--- config.mk ---
export PLATFORM = sky130hd
export DESIGN_NAME = morse_key_element_decoder
export DESIGN_NICKNAME = d
export VERILOG_FILES = /design/src/mked_pkg.sv /design/src/mked_csr.sv /design/src/mked_core.sv /design/src/mked_out_reg.sv /design/src/morse_key_element_decoder.sv
export SDC_FILE = /design/constraint.sdc
export NUM_CORES = 1
export LEC_CHECK = 0
export ABC_CLOCK_PERIOD_IN_PS = 5010
export BUFFER_PORTS_ARGS = -buffer_cell sky130_fd_sc_hd__buf_2
export CAP_MARGIN = 25
export CORE_MARGIN = 5
export CORE_UTILIZATION = 55
export DETAILED_ROUTE_END_ITERATION = 10
export PLACE_DENSITY = 0.78
export SLEW_MARGIN = 20
export SYNTH_ARGS = -nofsm -noshare
export SYNTH_HDL_FRONTEND = slang
export SYNTH_HIERARCHICAL = 1
export SYNTH_SLANG_ARGS = --single-unit
--- constraint.sdc ---
create_clock -name clock -period 5.01 [get_ports clock]
set_input_delay 1.002 -clock clock [delete_from_list [all_inputs] [get_ports clock]]
set_output_delay 1.002 -clock clock [all_outputs]
set_load 0.01 [all_outputs]
--- src/mked_pkg.sv ---
`default_nettype none
package mked_pkg;

   // Sizes of the decoder
   localparam int MAX_ELEMENTS = 8;
   localparam int TIMER_WIDTH  = 16;
   localparam int ELEM_IDX_W   = $clog2(MAX_ELEMENTS);
   localparam int COUNT_W      = $clog2(MAX_ELEMENTS + 1);

   // Register field widths
   localparam int DEBOUNCE_W = 8;
   localparam int DOT_W      = 15;
   localparam int GAP_W      = 16;
   localparam int CSR_IDX_W  = 2;
   localparam int CSR_DATA_W = 16;

   // Register indexes
   localparam logic [CSR_IDX_W-1:0] REG_DEBOUNCE = 2'd0;
   localparam logic [CSR_IDX_W-1:0] REG_DOT      = 2'd1;
   localparam logic [CSR_IDX_W-1:0] REG_GAP      = 2'd2;

   // Reset values of the registers
   localparam logic [DEBOUNCE_W-1:0] DEBOUNCE_RST = 8'd5;
   localparam logic [DOT_W-1:0]      DOT_RST      = 15'd60;
   localparam logic [GAP_W-1:0]      GAP_RST      = 16'd180;

   localparam int REQ_DATA_W = 8;
   localparam int RSP_DATA_W = 16;

   typedef logic [TIMER_WIDTH-1:0] timer_type;
   typedef logic [COUNT_W-1:0]     count_type;

   localparam timer_type TIMER_MAX = '1;

   // Configuration seen by the decoder core
   typedef struct packed {
      logic [DEBOUNCE_W-1:0] debounce_ticks;
      logic [DOT_W-1:0]      dot_ticks;
      logic [GAP_W-1:0]      char_gap_ticks;
   } cfg_type;

   // One result beat
   typedef struct packed {
      count_type                 pattern_len;
      logic [MAX_ELEMENTS-1:0]   pattern_bits;
      logic                      char_valid;
      logic                      element_dash;
      logic                      element_valid;
      logic                      key_down;
   } result_type;

   // Increment, holding at the top of the range
   function automatic timer_type sat_inc(input timer_type v);
      timer_type r;
      if (v == TIMER_MAX) begin
         r = v;
      end else begin
         r = v + timer_type'(1);
      end
      return r;
   endfunction

endpackage
`default_nettype wire

--- src/mked_csr.sv ---
`default_nettype none
module mked_csr
   import mked_pkg::*;
(
   input  wire logic                  clock,
   input  wire logic                  reset,
   input  wire logic                  wr_en,
   input  wire logic [CSR_IDX_W-1:0]  wr_index,
   input  wire logic [CSR_DATA_W-1:0] wr_data,
   output cfg_type                    cfg
);

   cfg_type cfg_ff;
   cfg_type cfg_in;

   // Pick the addressed register, keep only its width
   always_comb begin
      cfg_in = cfg_ff;
      if (wr_en) begin
         unique case (wr_index)
            REG_DEBOUNCE: cfg_in.debounce_ticks = wr_data[DEBOUNCE_W-1:0];
            REG_DOT:      cfg_in.dot_ticks      = wr_data[DOT_W-1:0];
            REG_GAP:      cfg_in.char_gap_ticks = wr_data[GAP_W-1:0];
            default:      cfg_in = cfg_ff;
         endcase
      end
   end

   always_ff @(posedge clock) begin
      if (reset) begin
         cfg_ff.debounce_ticks <= DEBOUNCE_RST;
         cfg_ff.dot_ticks      <= DOT_RST;
         cfg_ff.char_gap_ticks <= GAP_RST;
      end else begin
         cfg_ff <= cfg_in;
      end
   end

   assign cfg = cfg_ff;

endmodule
`default_nettype wire

--- src/mked_core.sv ---
`default_nettype none
module mked_core
   import mked_pkg::*;
(
   input  wire logic       clock,
   input  wire logic       reset,
   input  wire logic       step,
   input  wire logic       key_raw,
   input  wire cfg_type    cfg,
   output result_type      result
);

   logic                    prev_raw_ff, prev_raw_in;
   logic                    settled_ff, settled_in;
   timer_type               stable_ff, stable_in;
   timer_type               press_ff, press_in;
   timer_type               idle_ff, idle_in;
   logic [MAX_ELEMENTS-1:0] pattern_ff, pattern_in;
   count_type               count_ff, count_in;

   logic                    change;
   logic                    elem_valid;
   logic                    elem_dash;
   logic                    chr_valid;
   logic [MAX_ELEMENTS-1:0] chr_bits;
   count_type               chr_len;

   // Next state and result for one tick
   always_comb begin
      settled_in = settled_ff;
      press_in   = press_ff;
      idle_in    = idle_ff;
      pattern_in = pattern_ff;
      count_in   = count_ff;
      elem_valid = 1'b0;
      elem_dash  = 1'b0;
      chr_valid  = 1'b0;
      chr_bits   = '0;
      chr_len    = '0;
      prev_raw_in = key_raw;

      // advance press or idle timer
      if (!settled_ff) begin
         press_in = sat_inc(press_ff);
      end else begin
         idle_in = sat_inc(idle_ff);
      end

      // debounce counter
      if (key_raw != prev_raw_ff) begin
         stable_in = '0;
      end else begin
         stable_in = sat_inc(stable_ff);
      end

      change = (stable_in > timer_type'(cfg.debounce_ticks)) && (key_raw != settled_ff);

      // accept new level, classify on release
      if (change) begin
         settled_in = key_raw;
         if (!key_raw) begin
            press_in = '0;
         end else begin
            idle_in    = '0;
            elem_valid = 1'b1;
            elem_dash  = !(press_in < {cfg.dot_ticks, 1'b0});
            if (count_ff < count_type'(MAX_ELEMENTS)) begin
               if (elem_dash) begin
                  pattern_in[count_ff[ELEM_IDX_W-1:0]] = 1'b1;
               end
               count_in = count_ff + count_type'(1);
            end
         end
      end

      // character gap: emit and clear
      if (settled_in && (count_in != '0) && (idle_in > cfg.char_gap_ticks)) begin
         chr_valid  = 1'b1;
         chr_bits   = pattern_in;
         chr_len    = count_in;
         pattern_in = '0;
         count_in   = '0;
      end
   end

   always_ff @(posedge clock) begin
      if (reset) begin
         prev_raw_ff <= 1'b1;
         settled_ff  <= 1'b1;
         stable_ff   <= '0;
         press_ff    <= '0;
         idle_ff     <= '0;
         pattern_ff  <= '0;
         count_ff    <= '0;
      end else if (step) begin
         prev_raw_ff <= prev_raw_in;
         settled_ff  <= settled_in;
         stable_ff   <= stable_in;
         press_ff    <= press_in;
         idle_ff     <= idle_in;
         pattern_ff  <= pattern_in;
         count_ff    <= count_in;
      end
   end

   assign result.key_down      = !settled_in;
   assign result.element_valid = elem_valid;
   assign result.element_dash  = elem_dash;
   assign result.char_valid    = chr_valid;
   assign result.pattern_bits  = chr_bits;
   assign result.pattern_len   = chr_len;

endmodule
`default_nettype wire

--- src/mked_out_reg.sv ---
`default_nettype none
module mked_out_reg
   import mked_pkg::*;
(
   input  wire logic       clock,
   input  wire logic       reset,
   input  wire logic       load,
   input  wire result_type result,
   input  wire logic       taken,
   output logic            valid,
   output result_type      data
);

   logic       valid_ff, valid_in;
   result_type data_ff, data_in;

   // Hold until taken, reload on every accepted tick
   always_comb begin
      valid_in = valid_ff;
      data_in  = data_ff;
      if (taken) begin
         valid_in = 1'b0;
      end
      if (load) begin
         valid_in = 1'b1;
         data_in  = result;
      end
   end

   always_ff @(posedge clock) begin
      if (reset) begin
         valid_ff <= 1'b0;
      end else begin
         valid_ff <= valid_in;
      end
   end

   always_ff @(posedge clock) begin
      data_ff <= data_in;
   end

   assign valid = valid_ff;
   assign data  = data_ff;

endmodule
`default_nettype wire

--- src/morse_key_element_decoder.sv ---
// Straight-key element decoder, one tick per request beat.
// The response to an accepted request beat is registered and offered in the next cycle.
// Throughput: 1 beat per cycle; the single output register is refilled in the
// cycle it is taken, so the request side stalls only while a response waits.
// Reset (synchronous, active high): key open, timers and pattern cleared,
// registers back to debounce 5, dot 60, character gap 180.
`default_nettype none
module morse_key_element_decoder
   import mked_pkg::*;
(
   input  wire logic                  clock,
   input  wire logic                  reset,
   input  wire logic                  req_tvalid,
   output logic                       req_tready,
   input  wire logic [REQ_DATA_W-1:0] req_tdata,   // [0] key_raw, [7:1] zero
   output logic                       rsp_tvalid,
   input  wire logic                  rsp_tready,
   output logic [RSP_DATA_W-1:0]      rsp_tdata,   // [0] key_down, [1] element_valid,
                                                   // [2] element_dash, [3] char_valid,
                                                   // [11:4] pattern_bits, [15:12] pattern_len
   input  wire logic                  csr_valid,
   output logic                       csr_ready,
   input  wire logic [CSR_IDX_W-1:0]  csr_index,
   input  wire logic [CSR_DATA_W-1:0] csr_data
);

   cfg_type    cfg;
   result_type core_result;
   result_type out_data;
   logic       req_beat;
   logic       rsp_beat;

   // Accept when the output register is free or being emptied
   assign req_tready = !rsp_tvalid || rsp_tready;
   assign req_beat   = req_tvalid && req_tready;
   assign rsp_beat   = rsp_tvalid && rsp_tready;
   assign csr_ready  = 1'b1;

   mked_csr u_csr (
      .clock    (clock),
      .reset    (reset),
      .wr_en    (csr_valid),
      .wr_index (csr_index),
      .wr_data  (csr_data),
      .cfg      (cfg)
   );

   mked_core u_core (
      .clock   (clock),
      .reset   (reset),
      .step    (req_beat),
      .key_raw (req_tdata[0]),
      .cfg     (cfg),
      .result  (core_result)
   );

   mked_out_reg u_out (
      .clock  (clock),
      .reset  (reset),
      .load   (req_beat),
      .result (core_result),
      .taken  (rsp_beat),
      .valid  (rsp_tvalid),
      .data   (out_data)
   );

   assign rsp_tdata = out_data;

endmodule
`default_nettype wire
==> results.md <==
- Die height: 124 µm
- Die Footprint: 0.0155 mm²
- Area post-placement: 0.00757 mm²
- Fraction of layout cells with a size suffix above 1: 18.1%
- Status: complete, no violations
- Max incr delay on CP: 460 ps
- Critical path data required time: 5350 ps
- Total track usage: 20.8%
- Max-Cap Viols: 0
- Sw Share: 23.2%
- Core box area: 0.0127 mm²
- Synth Flop Type: dfxtp_1
- Post-Synthesis Mean Instance Area: 8.37 µm²
- CP max FO: 8
- DPL Wire Length: 11000 µm
- Clock share of power: 50.2%
- Final min period: 4950 ps
- Ant diodes: 0
- Crit path DAT: 5290 ps
- Setup slack, reg-to-reg: 60 ps
- Htree depth: 4
- Number of buffers created by CTS: 17
- Worst-path clk slew: 50 ps
- Core Rows: 41
- DRT Pass-1 Iters: 5
- Fin area: 0.00849 mm²
- Cells after Synth: 860
- CTS tree: done
- Worst path bufs/invs: 0
- Remaining DRCs: 0
- Sequential Power Share: 41.6%
- Routed WL per cell: 15.6 µm
- Cell mode on critical path: nand4_1
- Fraction of registers with async set/reset: 0%
- Int Pwr: 0.00184 W
- Die width: 124 µm
- Hold depth: 2
- Setup_tns: 0 ps
- Slowest-stage cell, CP: or4b_1
- Worst setup path class: flip-flop to flip-flop
- Fin. max-slew vios: 0
- Vias per cell: 5.70
- Via count: 6196
- Number of global-route vias before repair: 5665
- Max IR drop VDD: 0.000256 V
- Nets: 976
- Comb power frac: 8.2%
- Crit start category: flip-flop
- Tcrit/Tclk final: 98.8%
- Initial antenna violation count: 0
- Post-Route WL: 17000 µm
- CP top delay family: simple AND/OR/NAND/NOR gates
- Clock Path Buffers: 2
- Initial Util: 56.6%
- Sequential-to-total area share from yosys stat: 35.0%
- Remaining antenna violation count: 0
- Total gr overflow: 0
- Largest net degree at the start of global routing: 72
- Minimum hold slack: 474 ps
- Worst Reg2Reg Path Length in Cells: 25
- Slew margin rel.: 36.0%
- Crit. End Element: flip-flop
- Syn. warnings: 6
- Initial DRC Count: 520
- Hold_buf cts: 0
- Number of synthesized flops with an enable pin: 16
- Endpoints failing setup: 0
- Area grow syn2layout: 17.9%
- Switching power: 0.000555 W
- Reg-to-reg endpoint: u_core/count_ff[2]
- Cell variety after synth: 67
- Leakage Power: 3.45 nW
- Worst Skew: 6.96 ps
- Hold_sp: u_csr/cfg[24]
- Port Buffers: 41
- Seq cells post-synth: 118
- CTS Root Cell: clkbuf_16
- Clk_lat worst skew: 420 ps
- Max Fclk: 202 MHz
- Final Hold Fails: 0
- HP Class: flip-flop to flip-flop
- Mapped Area: 0.00720 mm²
- CTS sink cnt: 118
- Min-Delay Endpoint: u_csr/cfg[24]
- Power per cell area: 282 mW/mm²
- First-pass GRT wire length: 27000 µm
- RR Startpoint: u_core/stable_ff[0]
- Io pins: 50
- Routability cong.: 0.863
- RSZ-0062 raised after global routing: yes
- Worst Tran Pin Value: 960 ps
- Mapped Nets: 933
[per-stage QoR]
step	power (W)	util [%]	instances	worst slack [ps]
floorplan	0.00114	-	860	7.62
global placement	0.00120	59.5	1039	124
detailed placement	0.00120	59.5	1039	99.4
CTS	0.00240	64.1	1070	72.7
global route	0.00247	66.7	1087	-142
finish	0.00240	66.7	1087	62.0
[repair_timing]
item,4_1_cts,5_1_grt
buffers inserted,0,15
setup endpoints to repair,0,25
resized for setup,0,41
[worst min-delay path, cell delays in order (launching register included)]
cell	delay (ps)
dfxtp_1	310
nand2b_1	60
mux2i_1	60
[flip-flops by register name, indices dropped and copies added, names as in the netlist]
signal / cells
u_core/press_ff: 16
u_core/prev_raw_ff: 1
u_core/pattern_ff: 8
u_out/valid: 1
u_out/data: 16
u_core/stable_ff: 16
u_core/idle_ff: 16
u_core/settled_ff: 1
u_csr/cfg: 39
u_core/count_ff: 4
[area by class of cell]
class | count | area (µm²)
fillers | 1039 | 4240
well taps | 172 | 215
inverters | 48 | 180
multi-input cells | 634 | 4390
flip-flops and latches | 118 | 2530
clock buffers | 23 | 488
clock inverters | 8 | 96.3
repair buffers | 84 | 583
[cells in the mapped netlist, drive strengths merged, types with 2 or more instances]
library cell  count  area share (%)
nor3             36             2.5
a41oi             4            0.49
nand3b           11             1.1
and2             12             1.1
or2               6            0.52
nor3b             2            0.28
o21a              2            0.21
o21ai            27             1.9
o31a              2            0.24
nand2b           51             4.5
a211oi           15             1.6
and3             15             1.4
clkbuf           33             1.7
buf              27             2.5
a41o              4            0.56
a311oi            2            0.24
nor4              5            0.43
nand2            54             2.8
nand4b            2            0.24
a21oi            55             3.9
o211ai            6            0.70
nand3            19             1.4
and4              7            0.85
a31oi            19             1.7
a2bb2oi           3            0.37
a21o              6            0.63
nand4            24             2.1
xnor2            19             2.3
ha               42             7.3
inv              48             2.5
edfxtp           16             6.7
dfxtp           102              28
nor2             93             4.8
a211o             2            0.24
and3b             2            0.26
mux2i            51             7.1
xor2             19             2.3
nor2b             4            0.35
[per-layer routing]
layer / share of wire [%] / GRT usage (%) / up-vias
met1: 46 / 28.0 / 2901
li1: - / - / 3119
met4: 1.5 / 6.00 / 0
met5: 0 / 0 / -
met2: 48 / 33.4 / 153
met3: 4.6 / 4.80 / 23
[cells in the final DEF, fill, tap and decap left out, drive strengths merged, types with 3 or more instances in the layout]
cell | netlist | final
dfxtp | 102 | 102
nor2 | 93 | 93
buf | 27 | 83
a21oi | 55 | 55
nand2 | 54 | 54
nand2b | 51 | 51
mux2i | 51 | 51
inv | 48 | 49
ha | 42 | 42
nor3 | 36 | 36
o21ai | 27 | 27
nand4 | 24 | 24
clkbuf | 33 | 24
xor2 | 19 | 19
xnor2 | 19 | 19
a31oi | 19 | 19
nand3 | 19 | 19
edfxtp | 16 | 16
and3 | 15 | 15
a211oi | 15 | 15
and2 | 12 | 12
nand3b | 11 | 11
and4 | 7 | 7
a21o | 6 | 6
o211ai | 6 | 6
or2 | 6 | 6
nor4 | 5 | 5
nor2b | 4 | 4
a41o | 4 | 4
a41oi | 4 | 4
clkinv | 0 | 3
a2bb2oi | 3 | 3
[worst max path at each step]
stage	start	endpoint	slack (ps)	cells past startpoint
6_report	u_core/stable_ff[0]	u_core/count_ff[2]	60	25
5_1_grt	u_core/stable_ff[0]	u_core/count_ff[2]	-140	26
4_1_cts	u_core/stable_ff[1]	u_out/data[6]	70	24
3_5_place_dp	req_tdata[0]	u_out/data[6]	100	20
3_3_place_gp	req_tdata[0]	u_out/data[4]	120	19
2_1_floorplan	u_core/stable_ff[0]	u_core/count_ff[2]	8	29
[cell families after synthesis]
group                      after synthesis  share of synthesized area (%)
DFF                                    118                           35.0
xor gates and xnor gates                38                           4.62
muxes                                   51                           7.09
adders and majority gates               42                           7.30
AOI/OAI and AO/OA                      155                           13.9
and+or+nand+nor                        347                           25.3
buffers and inverters                  108                           6.74
other                                    1                         0.0521
[power by group through the flow]
stage               logic, W  clock network (W)  registers (W)
CTS                 0.000185            0.00121       0.000997
floorplan           0.000126                  0        0.00102
detailed placement  0.000183                  0        0.00102
finish              0.000196            0.00120       0.000997
global placement    0.000181                  0        0.00102
global route        0.000215            0.00126       0.000999
(Power assumes the default switching activity.)
